===== src/design/i2cm_pkg.sv =====
package i2cm_pkg;

    localparam int unsigned HoldWidth = 8;

    // command codes; six and seven mean nothing and act as none
    localparam logic [2:0] CMD_NONE  = 3'd0;
    localparam logic [2:0] CMD_INIT  = 3'd1;
    localparam logic [2:0] CMD_START = 3'd2;
    localparam logic [2:0] CMD_STOP  = 3'd3;
    localparam logic [2:0] CMD_WRITE = 3'd4;
    localparam logic [2:0] CMD_READ  = 3'd5;

    // configuration register indexes
    localparam logic REG_SHORT_HOLD = 1'b0;
    localparam logic REG_LONG_HOLD  = 1'b1;

    localparam logic [HoldWidth-1:0] SHORT_HOLD_RESET = 8'd1;
    localparam logic [HoldWidth-1:0] LONG_HOLD_RESET  = 8'd10;

    localparam logic [3:0] BITS_PER_BYTE = 4'd8;

    typedef enum logic [17:0] {
        PH_IDLE       = 18'h00001,
        PH_ST_A       = 18'h00002,
        PH_ST_B       = 18'h00004,
        PH_ST_C       = 18'h00008,
        PH_SP_A       = 18'h00010,
        PH_SP_B       = 18'h00020,
        PH_WR_LOW     = 18'h00040,
        PH_WR_DATA    = 18'h00080,
        PH_WR_HIGH    = 18'h00100,
        PH_WR_ACKLOW  = 18'h00200,
        PH_WR_ACKHIGH = 18'h00400,
        PH_WR_END     = 18'h00800,
        PH_RD_LOW     = 18'h01000,
        PH_RD_HIGH    = 18'h02000,
        PH_RD_ACKLOW  = 18'h04000,
        PH_RD_ACKDATA = 18'h08000,
        PH_RD_ACKHIGH = 18'h10000,
        PH_RD_END     = 18'h20000
    } phase_t;

    typedef struct packed {
        logic [2:0] command;
        logic [7:0] write_data;
        logic       send_ack;
        logic       sda_in;
    } in_t;

    typedef struct packed {
        logic       scl_out;
        logic       sda_out;
        logic       busy_res;
        logic       done_res;
        logic [7:0] read_data;
        logic       slave_ack;
    } out_t;

    typedef struct packed {
        logic [HoldWidth-1:0] short_hold;
        logic [HoldWidth-1:0] long_hold;
    } cfg_t;

endpackage


===== src/design/i2cm_core.sv =====
module i2cm_core
    import i2cm_pkg::*;
(
    input  logic clk,
    input  logic rst_n,
    input  logic step_en,
    input  in_t  item,
    input  cfg_t cfg,
    output out_t result
);

    phase_t     phase_reg, phase_next;
    logic [3:0] bit_index_reg, bit_index_next;
    logic [7:0] shift_reg, shift_next;
    logic [7:0] wait_reg, wait_next;
    logic       scl_reg, scl_next;
    logic       sda_reg, sda_next;
    logic       ack_seen_reg, ack_seen_next;
    logic       ack_to_send_reg, ack_to_send_next;
    logic [7:0] rx_byte_reg, rx_byte_next;
    logic       done;
    logic [3:0] bit_index_inc;
    logic [7:0] shift_in;

    assign bit_index_inc = bit_index_reg + 4'd1;
    assign shift_in      = {shift_reg[6:0], item.sda_in};

    always_comb
    begin
        phase_next       = phase_reg;
        bit_index_next   = bit_index_reg;
        shift_next       = shift_reg;
        wait_next        = wait_reg;
        scl_next         = scl_reg;
        sda_next         = sda_reg;
        ack_seen_next    = ack_seen_reg;
        ack_to_send_next = ack_to_send_reg;
        rx_byte_next     = rx_byte_reg;
        done             = 1'b0;

        if (phase_reg == PH_IDLE)
        begin
            case (item.command)
                CMD_INIT:
                begin
                    scl_next = 1'b1;
                    sda_next = 1'b1;
                    done     = 1'b1;
                end
                CMD_START:
                begin
                    scl_next   = 1'b1;
                    sda_next   = 1'b1;
                    phase_next = PH_ST_A;
                    wait_next  = cfg.short_hold;
                end
                CMD_STOP:
                begin
                    scl_next   = 1'b1;
                    sda_next   = 1'b0;
                    phase_next = PH_SP_A;
                    wait_next  = cfg.short_hold;
                end
                CMD_WRITE:
                begin
                    shift_next     = item.write_data;
                    bit_index_next = 4'd0;
                    scl_next       = 1'b0;
                    phase_next     = PH_WR_LOW;
                    wait_next      = cfg.short_hold;
                end
                CMD_READ:
                begin
                    shift_next       = 8'd0;
                    bit_index_next   = 4'd0;
                    ack_to_send_next = item.send_ack;
                    scl_next         = 1'b0;
                    sda_next         = 1'b1;
                    phase_next       = PH_RD_LOW;
                    wait_next        = cfg.long_hold;
                end
                default:
                begin
                end
            endcase
        end
        else if (wait_reg > 8'd1)
        begin
            wait_next = wait_reg - 8'd1;
        end
        else
        begin
            // step ends; a hold of zero lands here as well
            case (phase_reg)
                PH_ST_A:
                begin
                    sda_next   = 1'b0;
                    phase_next = PH_ST_B;
                    wait_next  = cfg.long_hold;
                end
                PH_ST_B:
                begin
                    scl_next   = 1'b0;
                    phase_next = PH_ST_C;
                    wait_next  = cfg.short_hold;
                end
                PH_SP_A:
                begin
                    phase_next = PH_SP_B;
                    wait_next  = cfg.long_hold;
                end
                PH_SP_B:
                begin
                    sda_next       = 1'b1;
                    phase_next     = PH_IDLE;
                    wait_next      = 8'd0;
                    bit_index_next = 4'd0;
                    done           = 1'b1;
                end
                PH_WR_LOW:
                begin
                    sda_next   = shift_reg[7];
                    phase_next = PH_WR_DATA;
                    wait_next  = cfg.short_hold;
                end
                PH_WR_DATA:
                begin
                    scl_next   = 1'b1;
                    phase_next = PH_WR_HIGH;
                    wait_next  = cfg.long_hold;
                end
                PH_WR_HIGH:
                begin
                    shift_next     = {shift_reg[6:0], 1'b0};
                    bit_index_next = bit_index_inc;
                    scl_next       = 1'b0;
                    wait_next      = cfg.short_hold;
                    if (bit_index_inc < BITS_PER_BYTE)
                    begin
                        phase_next = PH_WR_LOW;
                    end
                    else
                    begin
                        sda_next   = 1'b1;
                        phase_next = PH_WR_ACKLOW;
                    end
                end
                PH_WR_ACKLOW:
                begin
                    scl_next   = 1'b1;
                    phase_next = PH_WR_ACKHIGH;
                    wait_next  = cfg.long_hold;
                end
                PH_WR_ACKHIGH:
                begin
                    ack_seen_next = item.sda_in;
                    scl_next      = 1'b0;
                    phase_next    = PH_WR_END;
                    wait_next     = cfg.short_hold;
                end
                PH_RD_LOW:
                begin
                    scl_next   = 1'b1;
                    phase_next = PH_RD_HIGH;
                    wait_next  = cfg.long_hold;
                end
                PH_RD_HIGH:
                begin
                    shift_next     = shift_in;
                    bit_index_next = bit_index_inc;
                    scl_next       = 1'b0;
                    if (bit_index_inc < BITS_PER_BYTE)
                    begin
                        sda_next   = 1'b1;
                        phase_next = PH_RD_LOW;
                        wait_next  = cfg.long_hold;
                    end
                    else
                    begin
                        rx_byte_next = shift_in;
                        phase_next   = PH_RD_ACKLOW;
                        wait_next    = cfg.short_hold;
                    end
                end
                PH_RD_ACKLOW:
                begin
                    sda_next   = ~ack_to_send_reg;
                    phase_next = PH_RD_ACKDATA;
                    wait_next  = cfg.short_hold;
                end
                PH_RD_ACKDATA:
                begin
                    scl_next   = 1'b1;
                    phase_next = PH_RD_ACKHIGH;
                    wait_next  = cfg.long_hold;
                end
                PH_RD_ACKHIGH:
                begin
                    scl_next   = 1'b0;
                    sda_next   = 1'b1;
                    phase_next = PH_RD_END;
                    wait_next  = cfg.short_hold;
                end
                default:
                begin
                    // last steps of start, write and read, and any bad code
                    phase_next     = PH_IDLE;
                    wait_next      = 8'd0;
                    bit_index_next = 4'd0;
                    done           = 1'b1;
                end
            endcase
        end
    end

    always_ff @(posedge clk or negedge rst_n)
    begin
        if (!rst_n)
        begin
            phase_reg       <= PH_IDLE;
            bit_index_reg   <= 4'd0;
            shift_reg       <= 8'd0;
            wait_reg        <= 8'd0;
            scl_reg         <= 1'b1;
            sda_reg         <= 1'b1;
            ack_seen_reg    <= 1'b1;
            ack_to_send_reg <= 1'b0;
            rx_byte_reg     <= 8'd0;
        end
        else if (step_en)
        begin
            phase_reg       <= phase_next;
            bit_index_reg   <= bit_index_next;
            shift_reg       <= shift_next;
            wait_reg        <= wait_next;
            scl_reg         <= scl_next;
            sda_reg         <= sda_next;
            ack_seen_reg    <= ack_seen_next;
            ack_to_send_reg <= ack_to_send_next;
            rx_byte_reg     <= rx_byte_next;
        end
    end

    always_comb
    begin
        result.scl_out   = scl_next;
        result.sda_out   = sda_next;
        result.busy_res  = (phase_next != PH_IDLE);
        result.done_res  = done;
        result.read_data = rx_byte_next;
        result.slave_ack = ack_seen_next;
    end

endmodule


===== src/design/i2c_master_byte_sequencer.sv =====
// i2c master byte sequencer
// each request on the in channel is one time tick and may carry a command
// (init, start, stop, write byte, read byte); commands given while busy are
// dropped. every request produces exactly one result on the out channel with
// the scl/sda levels to drive, busy/done flags, the last read byte and the
// last slave acknowledge.
// the result of an accepted request goes to the output register, or to
// the skid stage while out_stall holds the output. throughput: one request
// per cycle while in_stall is low; sequencer and hold counter step per tick.
// the result sits in an output register backed by a one-entry skid stage,
// so a request is still taken while a result waits; in_stall rises only
// once the skid entry is occupied, i.e. after out_stall has held a result.
// the user writes hold counts on the cfg port (index 0 short hold, 1 long
// hold) while no command sequence is running; not enforced by the block.
// reset: lines released high, sequencer idle, short hold 1, long hold 10,
// read_data 0, slave_ack 1, no result pending.
module i2c_master_byte_sequencer
    import i2cm_pkg::*;
(
    input  logic       clk,
    input  logic       rst_n,
    input  logic       in_valid,
    output logic       in_stall,
    input  in_t        in_data,
    output logic       out_valid,
    input  logic       out_stall,
    output out_t       out_data,
    input  logic       cfg_we,
    input  logic       cfg_index,
    input  logic [7:0] cfg_data
);

    cfg_t cfg_reg;
    out_t result;
    out_t out_data_reg;
    out_t skid_data_reg;
    logic out_valid_reg;
    logic skid_valid_reg;
    logic in_acc;

    always_ff @(posedge clk or negedge rst_n)
    begin
        if (!rst_n)
        begin
            cfg_reg.short_hold <= SHORT_HOLD_RESET;
            cfg_reg.long_hold  <= LONG_HOLD_RESET;
        end
        else if (cfg_we)
        begin
            case (cfg_index)
                REG_SHORT_HOLD: cfg_reg.short_hold <= cfg_data;
                REG_LONG_HOLD:  cfg_reg.long_hold  <= cfg_data;
                default:
                begin
                end
            endcase
        end
    end

    assign in_stall = skid_valid_reg;
    assign in_acc   = in_valid && !skid_valid_reg;

    i2cm_core u_core (
        .clk     (clk),
        .rst_n   (rst_n),
        .step_en (in_acc),
        .item    (in_data),
        .cfg     (cfg_reg),
        .result  (result)
    );

    always_ff @(posedge clk or negedge rst_n)
    begin
        if (!rst_n)
        begin
            out_valid_reg  <= 1'b0;
            skid_valid_reg <= 1'b0;
        end
        else if (!out_valid_reg || !out_stall)
        begin
            if (skid_valid_reg)
            begin
                out_valid_reg  <= 1'b1;
                skid_valid_reg <= 1'b0;
            end
            else
            begin
                out_valid_reg <= in_acc;
            end
        end
        else if (in_acc)
        begin
            skid_valid_reg <= 1'b1;
        end
    end

    always_ff @(posedge clk)
    begin
        if (!out_valid_reg || !out_stall)
        begin
            if (skid_valid_reg)
            begin
                out_data_reg <= skid_data_reg;
            end
            else if (in_acc)
            begin
                out_data_reg <= result;
            end
        end
        else if (in_acc)
        begin
            skid_data_reg <= result;
        end
    end

    assign out_valid = out_valid_reg;
    assign out_data  = out_data_reg;

    // skid entry only exists behind a held output
    a_skid_behind_out: assert property (@(posedge clk) disable iff (!rst_n)
        skid_valid_reg |-> out_valid_reg)
        else $error("skid entry valid without output entry");

    a_skid_fill_on_stall: assert property (@(posedge clk) disable iff (!rst_n)
        $rose(skid_valid_reg) |-> $past(out_valid_reg && out_stall))
        else $error("skid entry filled while output was free");

    a_done_not_busy: assert property (@(posedge clk) disable iff (!rst_n)
        out_valid_reg |-> !(out_data_reg.done_res && out_data_reg.busy_res))
        else $error("result flags done and busy together");

endmodule


===== config.mk =====
export PLATFORM = sky130hd
export DESIGN_NAME = i2c_master_byte_sequencer
export DESIGN_NICKNAME = d
export VERILOG_FILES = /design/src/design/i2cm_pkg.sv /design/src/design/i2cm_core.sv /design/src/design/i2c_master_byte_sequencer.sv
export SDC_FILE = /design/constraint.sdc
export NUM_CORES = 1
export LEC_CHECK = 0
export BUFFER_PORTS_ARGS = -buffer_cell sky130_fd_sc_hd__buf_4
export CAP_MARGIN = 20
export CORE_UTILIZATION = 54
export DETAILED_ROUTE_END_ITERATION = 10
export GPL_TIMING_DRIVEN = 0
export PLACE_DENSITY = 0.73
export RECOVER_POWER = 100
export SYNTH_ARGS = -nofsm -noshare
export SYNTH_HDL_FRONTEND = slang
export SYNTH_HIERARCHICAL = 1
export SYNTH_SLANG_ARGS = --single-unit
export TNS_END_PERCENT = 10

===== constraint.sdc =====
create_clock -name clk -period 3.65 [get_ports clk]
set_input_delay 0.5475 -clock clk [delete_from_list [all_inputs] [get_ports clk]]
set_output_delay 0.5475 -clock clk [all_outputs]
set_load 0.05 [all_outputs]

# == Yosys cells after proc, flatten, opt, wreduce, memory -nomap -nowiden ==
# Cells that the tools add are included.
# totals
regBits,94
input_bits,27
out_inout_bits,15
wordCells,131
# op_classes
n_addsub,2
n_lt_le_gt_ge,2
n_eq_ne,26
mux,45
n_bitwise,3
n_reduce_logical,28
# op_table
cell,count
18-bit case mux with 13 select lines,1
8-bit two-way mux,9
18-bit case mux with 4 select lines,1
8-bit case mux with 2 select lines,3
18-bit two-way mux,2
13-bit two-way mux,2
8-bit case mux with 3 select lines,1
"18-bit by 1-bit equality test with 1-bit output, second input constant",1
"18-bit by 10-bit equality test with 1-bit output, second input constant",1
"18-bit by 11-bit equality test with 1-bit output, second input constant",1
"18-bit by 13-bit equality test with 1-bit output, second input constant",1
"18-bit by 14-bit equality test with 1-bit output, second input constant",1
"18-bit by 15-bit equality test with 1-bit output, second input constant",1
"18-bit by 16-bit equality test with 1-bit output, second input constant",1
"18-bit by 17-bit equality test with 1-bit output, second input constant",1
"18-bit by 2-bit equality test with 1-bit output, second input constant",1
"18-bit by 3-bit equality test with 1-bit output, second input constant",1
"18-bit by 5-bit equality test with 1-bit output, second input constant",1
"18-bit by 6-bit equality test with 1-bit output, second input constant",1
"18-bit by 7-bit equality test with 1-bit output, second input constant",1
"18-bit by 8-bit equality test with 1-bit output, second input constant",1
"18-bit by 9-bit equality test with 1-bit output, second input constant",1
"18-bit by 1-bit inequality test with 1-bit output, second input constant",1
1-bit two-way mux,16
other kinds (32),55

# == Longest topological paths before layout ==
# Gate-level depths: netlist of the first run.
# logic_depth
word_depth,9
mapped_depth,11
mapped_depth_nobuf,9

# == By module ==
# Netlist of the first run, hierarchy kept.
# by_module_without_submodules
mod,instances,cells_per_inst,area_per_inst_um2,seq_area_each_um2
i2cm_core,1,402,3514.6,1256.2
i2c_master_byte_sequencer,1,85,1681.6,1234.9

# == Worst setup path after synthesis of the first run ==
# No wires, ideal clock.
# synth_timing
path_kind,register to register
from,reg u_core.phase_reg[4]
to,"reg out_data_reg (netlist bit out_data[0]), data pin"
setup_ns,0.260
t_arrival_ns,2.501
required_time_ns,3.390
setup_slack_ns,0.889
stages_incl_launch_ff,9
n_path_buf,1
synth_period_minus_slack_ns,2.761
cell_sequence,dfrtp_1 nor3_1 nand4_1 nor4b_1 nand3b_1 nor2_1 mux2_2 buf_4 mux2_2
# synth_via
elab_chain_cells,6
word_cells_on_any_way,7
cone_classes,eq/ne: 2; mux: 5
# synth_rtl
element,line,text
start: declaration,i2cm_core.sv:12,"phase_t phase_reg, phase_next;"
start signal: assignment,i2cm_core.sv:232,phase_reg <= phase_next;
18-bit by 11-bit equality test with 1-bit output,i2cm_core.sv:94,case (phase_reg)
1-bit two-way mux,i2cm_core.sv:94,
1-bit two-way mux,i2cm_core.sv:87,else if (wait_reg > 8'd1)
1-bit two-way mux *,i2cm_core.sv:41,if (phase_reg == PH_IDLE)
via u_core.ack_seen_next,i2cm_core.sv:18,"logic ack_seen_reg, ack_seen_next;"
13-bit two-way mux *,i2c_master_byte_sequencer.sv:105,else if (in_acc)
13-bit two-way mux *,i2c_master_byte_sequencer.sv:101,if (skid_valid_reg)
end signal: assignment,i2c_master_byte_sequencer.sv:103,out_data_reg <= skid_data_reg;
end signal: assignment,i2c_master_byte_sequencer.sv:107,out_data_reg <= result;
end: declaration,i2c_master_byte_sequencer.sv:35,out_t out_data_reg;
# The timed path passes the listed nets; every way through them passes the cells marked *. The select of a mux whose other input is x is not followed.
# A chain may end at the register's enable or synchronous reset.

# == Final worst setup path of the first run ==
# Same ends and word-level chain as after synthesis.

==> flow_metrics.tcl, run 1 <==
set metrics [dict create \
    die-width_um 100 \
    clk_pin_slew_worst_paths_ns 0.11 \
    setup_viol 0 \
    cpPeakStageDelay_ns 0.65 \
    port-buffer-count 41 \
    worstSetupPathType "reg -> reg" \
    synth_area_leader_cell "dfrtp_1" \
    htreeDepth 3 \
    ys.flop_type "dfrtp_1" \
    finalMaxSlewViolations 69 \
    crit_slowest_cell "nor3_1" \
    violations "max-capacitance violations, max-slew violations" \
    io_pins 42 \
    yosysSeqAreaShare 0.479 \
    drt-initial-drc-count 359 \
    cts_tree "done" \
    synth.avg_cell_area_um2 10.7 \
    start_util 0.560 \
    cp_max_fo 8 \
    core_area_mm2 0.00928 \
    p_leak_nw 2.29 \
    grt_start_max_net_pins 69 \
    syn_inst 487 \
    grt_pass1_vias 4022 \
    die_h_um 100 \
    hold_violations 0 \
    synth_area_mm2 0.00520 \
    ys_warn_count 6 \
    r2r_slack_ns 0.14 \
    numCtsBuffers 9 \
    final_common_cell "dfrtp_1" \
    hold_path_class "in -> reg" \
    groute.usage.overall 0.261 \
    final_layout_size_suffix_gt1_frac 0.187 \
    dieArea_mm2 0.0100 \
    fmax_mhz 285 \
    antenna_found_initial 0 \
    worstSkewPairLatency_ns 0.37 \
    cts_max_path_buffers 2 \
    p_total_mw 3.20 \
    rsz0062_at_grt "no" \
    ys_seq_elements 94 \
    irDropWorstVdd_uv 320 \
    fillers 789 \
    root_buffer "clkbuf_8" \
    r2r_cells 8 \
    route.vias.total 4152 \
    vias_per_cell 6.16 \
    fp-row-count 35 \
    fin_skew_ns 0.0142 \
    synth.area.top_cells "dfrtp_1 29%, edfxtp_1 15%, mux2_2 8.9%" \
    tightest_slew_ns 1.69 \
    synth_edf_count 26 \
    top_layer_used "met4" \
    wl_per_cell_um 18.6 \
    area_delta_synth_final_pct 10.3 \
    max_slew_margin -0.128 \
    cp_cell_sequence "nor3_1 > nand4_1 > nor4b_1 > nand3b_1 > nor2_1 > mux2_1 > clkbuf_4 > mux2_2" \
    drc 0 \
    worstHoldPathCells 3 \
    timing.hold.ws_ns 0.395 \
    clock_sinks 94 \
    largest_reg_flops 18 \
    post-route-period-util 0.962 \
    syn_nets 518 \
    ant_nets 0 \
    wirelength_um 12500 \
    status "finished with violations" \
    cts_setup_buffers 0 \
    min_to "out_valid" \
    wl_met1_um 5630 \
    grt.overflow.total 0 \
    startpoint_type "register" \
    ctsResizeCount 0 \
    synthArstFlopShare 0.723 \
    met3WireLength_um 730 \
    grt_pass1_wl_um 20100 \
    hold_buffers 0 \
    wl_met2_um 5880 \
    ys_types 65 \
    synth_top_area_share 0.294 \
    endpoint_kind "register" \
    multiInputGateArea_mm2 0.00250 \
    seqCellArea_mm2 0.00249 \
    layout.nets 571 \
    power_density_mw_per_mm2 558 \
    first_pass_iters 5 \
    timing.rr.start "u_core/phase_reg[4]" \
    setup_tns_ns 0 \
    min_from "in_valid" \
    maxCapViolations 1 \
    fin_crit_ns 3.51 \
    n_antenna_cell 0 \
    r2r_end "out_data[0]" \
    gp_congestion 0.964 \
    hpwlAfterDp_um 9290 \
    worstPathArrival_ns 3.64 \
    final_cell_mix "61 x dfrtp_1, 53 x nand2_1, 38 x o21ai_0" \
    worst_ep_required_time_ns 3.78 \
]
==> worst max-delay path by stage <==
stage,start,to,slack (ns),cells after the start
CTS,u_core/phase_reg[4],out_data[0],0.22,8
finish,u_core/phase_reg[4],out_data[0],0.14,8
global placement,u_core/phase_reg[4],out_data[0],0.30,8
global route,u_core/phase_reg[10],out_data[10],0.04,9
floorplan,u_core/phase_reg[4],out_data[0],0.89,8
detailed placement,u_core/phase_reg[10],out_data[10],0.26,8
==> metal layers <==
layer / vias up / GRT usage
met5: - / 0
met4: 0 / 0.106
met3: 26 / 0.0515
met2: 160 / 0.414
met1: 2028 / 0.355
li1: 1938 / -
==> Yosys cell counts (9+ instances only) <==
| cell | count |
|---|---|
| nand2_1 | 50 |
| mux2_2 | 41 |
| nand3_1 | 9 |
| o21ai_0 | 38 |
| nand4_1 | 11 |
| a21oi_1 | 26 |
| edfxtp_1 | 26 |
| nor3_1 | 10 |
| a22oi_1 | 17 |
| mux2i_1 | 9 |
| inv_1 | 9 |
| mux2_4 | 10 |
| dfrtp_1 | 61 |
| o31ai_1 | 9 |
| nor2_1 | 28 |
==> worst max-delay path, delay by kind of cell (launching register included) <==
kind,cells,cell delay [ns]
buffers and inverters,1,0.14
DFF,1,0.51
muxes,2,0.60
and+or+nand+nor,5,2.02
==> where the power goes <==
group,switching (mW),internal [mW]
sequential,0.145,1.25
clock,0.421,0.270
combinational,0.700,0.410
==> final cells by class <==
| type | instances | share of cell area |
|---|---|---|
| tap | 129 | 0.0282 |
| clock buffer | 9 | 0.0216 |
| inverter | 9 | 0.00590 |
| clock inverter | 7 | 0.0131 |
| timing repair buffer | 42 | 0.0434 |
| multi-input combinational | 363 | 0.436 |
| sequential | 94 | 0.435 |
| buffer | 21 | 0.0170 |
==> through the flow <==
step / area (um^2) / setup slack (ns) / util / std cells
after global routing: 5730 / 0.0444 / 0.617 / 674
after detailed placement: 5670 / 0.257 / 0.610 / 657
after global placement: 5670 / 0.302 / 0.610 / 657
final: 5730 / 0.140 / 0.617 / 674
after floorplan: 5200 / 0.889 / - / 487
after CTS: 5860 / 0.221 / 0.632 / 673
==> logic make-up after synthesis <==
kind of cell    synth area share
simple gates               0.182
flops                      0.479
buf+inv                   0.0301
mux                        0.135
xor+xnor                  0.0135
compound gates             0.150
fa+ha+maj                0.00963
Power figures use the tool's default switching activity.
==> run 2: changes to the inputs <==
--- a/config.mk
+++ b/config.mk
@@ -7,6 +7,7 @@
 export LEC_CHECK = 0
 export BUFFER_PORTS_ARGS = -buffer_cell sky130_fd_sc_hd__buf_4
 export CAP_MARGIN = 20
+export CORE_ASPECT_RATIO = 0.8
 export CORE_UTILIZATION = 54
 export DETAILED_ROUTE_END_ITERATION = 10
 export GPL_TIMING_DRIVEN = 0
==> run 2 against run 1 <==
Net effect: the flow finishes with violations (design-rule violations, max-capacitance violations, max-slew violations); critical endpoint unchanged; non-clock buffer count stayed put; critical path depth is 1 higher; flip-flop and latch count stayed put; sequential share of layout area is 0.83 points lower; highest routed layer unchanged; die area hardly changed; setup slack better by 0.16 ns; sequential power hardly changed; clock skew is 0.011 ns lower; count of clock-buffer cells in the layout is 1 higher; via count is 0.53% higher; global-route usage is 1.0 points higher; hold slack better by 0.033 ns.
==> flow_metrics.tcl, run 2 (synthesis gave the netlist of run 1 again) <==
set metrics [dict create \
    intPower_mw 2.22 \
    combPwrFrac 0.321 \
    port-buffer-count 41 \
    groute.usage.overall 0.272 \
    hold_violations 0 \
    endpoint_kind "register" \
    drc 3 \
    max_slew_margin -0.137 \
    ant_nets 0 \
    worstPathArrival_ns 3.44 \
    final_common_cell "dfrtp_1" \
    ctsResizeCount 0 \
    tightest_slew_ns 1.71 \
    cts_tree "done" \
    p_seq_frac 0.398 \
    pwr-share-clk 0.281 \
    dieArea_mm2 0.0100 \
    post-route-period-util 0.917 \
    worstSetupPathType "reg -> reg" \
    drt-initial-drc-count 326 \
    grt_start_max_net_pins 69 \
    largest_reg_flops 18 \
    p_sw_mw 1.29 \
    gp_congestion 0.919 \
    hold_path_class "in -> reg" \
    fin_crit_ns 3.35 \
    cts_setup_buffers 0 \
    wirelength_um 12900 \
    antenna_found_initial 0 \
    cp_max_fo 10 \
    startpoint_type "register" \
    grt_pass1_wl_um 21100 \
    crit_slowest_cell "clkbuf_1" \
    cp_cell_sequence "or3_1 > or2_1 > nor4_2 > clkbuf_1 > nand2_2 > nor2_1 > mux2_2 > clkbuf_4 > mux2_2" \
    area_delta_synth_final_pct 12.4 \
    clk_pin_slew_worst_paths_ns 0.07 \
    rsz0062_at_grt "no" \
    die-width_um 112 \
    first_pass_iters 8 \
    fmax_mhz 299 \
    io_pins 42 \
    r2r_slack_ns 0.30 \
    cpPeakStageDelay_ns 0.49 \
    finalMaxSlewViolations 69 \
    multiInputGateArea_mm2 0.00251 \
    seqCellArea_mm2 0.00249 \
    die_h_um 89.7 \
    place_inst 644 \
    wl_per_cell_um 19.6 \
    swShare 0.367 \
    p_leak_nw 2.35 \
    numCtsBuffers 9 \
    grt_pass1_vias 4101 \
    final_cell_mix "61 x dfrtp_1, 52 x nand2_1, 38 x o21ai_0" \
    start_util 0.565 \
    setup_tns_ns 0 \
    cts_max_path_buffers 2 \
    irDropWorstVdd_uv 377 \
    final_layout_size_suffix_gt1_frac 0.194 \
    postPlaceCellArea_mm2 0.00566 \
    worstSkewPairLatency_ns 0.34 \
    htreeDepth 3 \
    root_buffer "clkbuf_16" \
    n_antenna_cell 0 \
    vias_per_cell 6.32 \
    power_density_mw_per_mm2 601 \
    hpwlAfterDp_um 9390 \
    layout.nets 571 \
    grt.overflow.total 0 \
    final_cells 660 \
    fp-row-count 31 \
    hold_buffers 0 \
    violations "design-rule violations, max-capacitance violations, max-slew violations" \
    design_area_mm2 0.00584 \
    setup_viol 0 \
    clock_sinks 94 \
    route.vias.total 4174 \
    crit_top_cell "mux2_2" \
    status "finished with violations" \
    fin_skew_ns 0.00348 \
    worst_ep_required_time_ns 3.75 \
    fillers 771 \
    maxCapViolations 1 \
    core_area_mm2 0.00919 \
]
[run 2: cell count changes in the layout (fill, tap and decap cells not counted), sizes merged]
cell / change
buf: +1
bufinv: +1
clkinv: -3
inv: +1
[run 2: critical path: cells and delay by family (launching register included)]
kind	cells	cell delay [ns]
and+or+nand+nor	5	1.44
muxes	2	0.60
buffers and inverters	2	0.63
DFF	1	0.42
[run 2: final timing paths]
path | startpoint | end | depth (start not counted)
min reg2reg | cfg_reg[15] | cfg_reg[15] | 1
min | cfg_data[3] | cfg_reg[11] | 2
max | u_core/wait_reg[3] | out_data[0] | 9
max in group asynchronous | rst_n | u_core/phase_reg[4] | 1
max reg2reg | u_core/wait_reg[3] | out_data[0] | 9
min in group asynchronous | rst_n | u_core/phase_reg[2] | 1
[run 2: area by class of cell]
cell class              instances  share of cell area
clock inverters                 6              0.0129
inverters                       9             0.00578
multi-input cells             363               0.430
repair buffers                 42              0.0426
plain buffers                  21              0.0163
well taps                     115              0.0246
clock buffers                  10              0.0409
flip-flops and latches         94               0.426
[run 2: per-stage QoR]
stage,total power [mW],util,hold slack [ns],worst slack (ns)
final,3.51,0.635,0.428,0.303
after global routing,3.69,0.635,0.429,0.114
after detailed placement,2.55,0.616,0.494,0.117
after CTS,3.55,0.650,0.359,0.115
after global placement,2.52,0.614,0.484,0.168
after floorplan,2.22,-,0.252,0.889
[run 2: power by group through the flow]
stage | registers [mW] | clock network [mW] | logic, mW
3_3_place_gp | 1.41 | 0 | 1.11
6_report | 1.40 | 0.989 | 1.13
2_1_floorplan | 1.43 | 0 | 0.787
4_1_cts | 1.39 | 1.01 | 1.14
5_1_grt | 1.42 | 1.04 | 1.23
3_5_place_dp | 1.41 | 0 | 1.13
[run 2: layer usage]
layer,vias up,global-route usage,wire (um)
met5,-,0,0
met4,0,0.101,222
met3,20,0.0465,933
met2,184,0.413,5870
met1,2044,0.390,5880
li1,1926,-,-
==> run 3: changes to the inputs <==
--- a/config.mk
+++ b/config.mk
@@ -12,7 +12,7 @@
 export DETAILED_ROUTE_END_ITERATION = 10
 export GPL_TIMING_DRIVEN = 0
 export PLACE_DENSITY = 0.73
-export RECOVER_POWER = 100
+export RECOVER_POWER = 50
 export SYNTH_ARGS = -nofsm -noshare
 export SYNTH_HDL_FRONTEND = slang
 export SYNTH_HIERARCHICAL = 1
==> run 3 against run 2 <==
Net effect: the flow still finishes with violations (design-rule violations, max-capacitance violations, max-slew violations); core utilization grew 0.30 points; global-route usage is the same; setup slack gained 0.052 ns; count of clock-buffer cells in the layout is the same; critical path depth grew 1; largest cell class unchanged; highest routed layer unchanged.
==> flow_metrics.tcl, run 3 (synthesis gave the netlist of run 1 again) <==
set metrics [dict create \
    core_area_mm2 0.00919 \
    fin_crit_ns 3.29 \
    fin_skew_ns 0.00399 \
    p_leak_nw 2.36 \
    finalMaxSlewViolations 69 \
    worstPathArrival_ns 3.39 \
    fillers 764 \
    cts_tree "done" \
    first_pass_iters 9 \
    port-buffer-count 41 \
    setup_viol 0 \
    place_inst 644 \
    drc 3 \
    post-route-period-util 0.903 \
    p_seq_frac 0.396 \
    final_cell_mix "61 x dfrtp_1, 51 x nand2_1, 41 x mux2_2" \
    ctsResizeCount 0 \
    pre_cts_slack_ns 0.117 \
    final_common_cell "dfrtp_1" \
    combPwrFrac 0.323 \
    postPlaceCellArea_mm2 0.00566 \
    fin_ws_ns 0.355 \
    worst_ep_required_time_ns 3.75 \
    swShare 0.366 \
    hpwlAfterDp_um 9390 \
    setup_tns_ns 0 \
    grt_pass1_wl_um 21100 \
    clock_sinks 94 \
    endpoint_kind "register" \
    ant_nets 0 \
    cts_setup_buffers 0 \
    numCtsBuffers 9 \
    hold_path_class "in -> reg" \
    maxCapViolations 1 \
    finish.utilization 0.638 \
    die-width_um 112 \
    grt.overflow.total 0 \
    irDropWorstVdd_uv 377 \
    fmax_mhz 304 \
    clk_pin_slew_worst_paths_ns 0.07 \
    area_delta_synth_final_pct 13.0 \
    final_layout_size_suffix_gt1_frac 0.220 \
    route.vias.total 4162 \
    wl_per_cell_um 19.5 \
    p_total_mw 3.53 \
    antenna_found_initial 0 \
    start_util 0.565 \
    worstSetupPathType "reg -> reg" \
    pwr-share-clk 0.280 \
    drt-initial-drc-count 283 \
    hold_violations 0 \
    grt_start_max_net_pins 69 \
    tightest_slew_ns 1.72 \
    n_antenna_cell 0 \
    worstSkewPairLatency_ns 0.34 \
    layout.nets 571 \
    fp-row-count 31 \
    vias_per_cell 6.31 \
    root_buffer "clkbuf_16" \
    p_sw_mw 1.29 \
    largest_reg_flops 18 \
    cts_max_path_buffers 2 \
    rsz0062_at_grt "no" \
    status "finished with violations" \
    cp_max_fo 10 \
    timing.hold.ws_ns 0.429 \
    grt_pass1_vias 4101 \
    wirelength_um 12900 \
    die_h_um 89.7 \
    design_area_mm2 0.00587 \
    dieArea_mm2 0.0100 \
    final_cells 660 \
    max_slew_margin -0.149 \
    hold_buffers 0 \
    groute.usage.overall 0.272 \
    gp_congestion 0.919 \
    violations "design-rule violations, max-capacitance violations, max-slew violations" \
    intPower_mw 2.24 \
    htreeDepth 3 \
    power_density_mw_per_mm2 601 \
    startpoint_type "register" \
    io_pins 42 \
]
## run 3: area by class of cell
cell class / instances / area [um^2] / share of cell area
buffer: 21 / 100 / 0.0171
clock inverter: 6 / 75.1 / 0.0128
clock buffer: 10 / 239 / 0.0407
timing repair buffer: 42 / 256 / 0.0437
inverter: 9 / 33.8 / 0.00576
tap: 115 / 144 / 0.0245
sequential: 94 / 2490 / 0.424
multi-input combinational: 363 / 2530 / 0.431
## run 3: power groups by stage
stage	combinational [mW]	sequential [mW]	clock, mW
2_1_floorplan	0.787	1.43	0
3_3_place_gp	1.11	1.41	0
5_1_grt	1.24	1.42	1.04
4_1_cts	1.14	1.39	1.01
3_5_place_dp	1.13	1.41	0
6_report	1.14	1.40	0.989
## run 3: critical path, cell delays in order (launching register included)
cell and delay [ns]:
dfrtp_1 0.36, clkbuf_1 0.23, nor3_2 0.43, nand4_1 0.37, or2_2 0.42, buf_2 0.21
nand3_4 0.21, nand3_1 0.10, nor3_1 0.25, nand4_1 0.17, mux2_2 0.29
## run 3: final timing paths
path,startpoint,to,slack [ns],cells past startpoint
hold reg to reg,cfg_reg[15],cfg_reg[15],0.51,1
min in group asynchronous,rst_n,u_core/phase_reg[2],0.62,1
setup reg to reg,u_core/phase_reg[7],out_data[10],0.36,10
max in group asynchronous,rst_n,u_core/phase_reg[12],1.96,1
hold / removal,cfg_data[3],cfg_reg[11],0.43,2
setup / recovery,u_core/phase_reg[7],out_data[10],0.36,10
## run 3: layer usage
metal	global-route usage	share of wire	up-vias	wire length (um)
met5	0	0	-	0
met4	0.101	0.017	0	223
met3	0.0465	0.069	22	884
met2	0.413	0.46	162	5890
met1	0.390	0.46	2050	5890
li1	-	-	1928	-
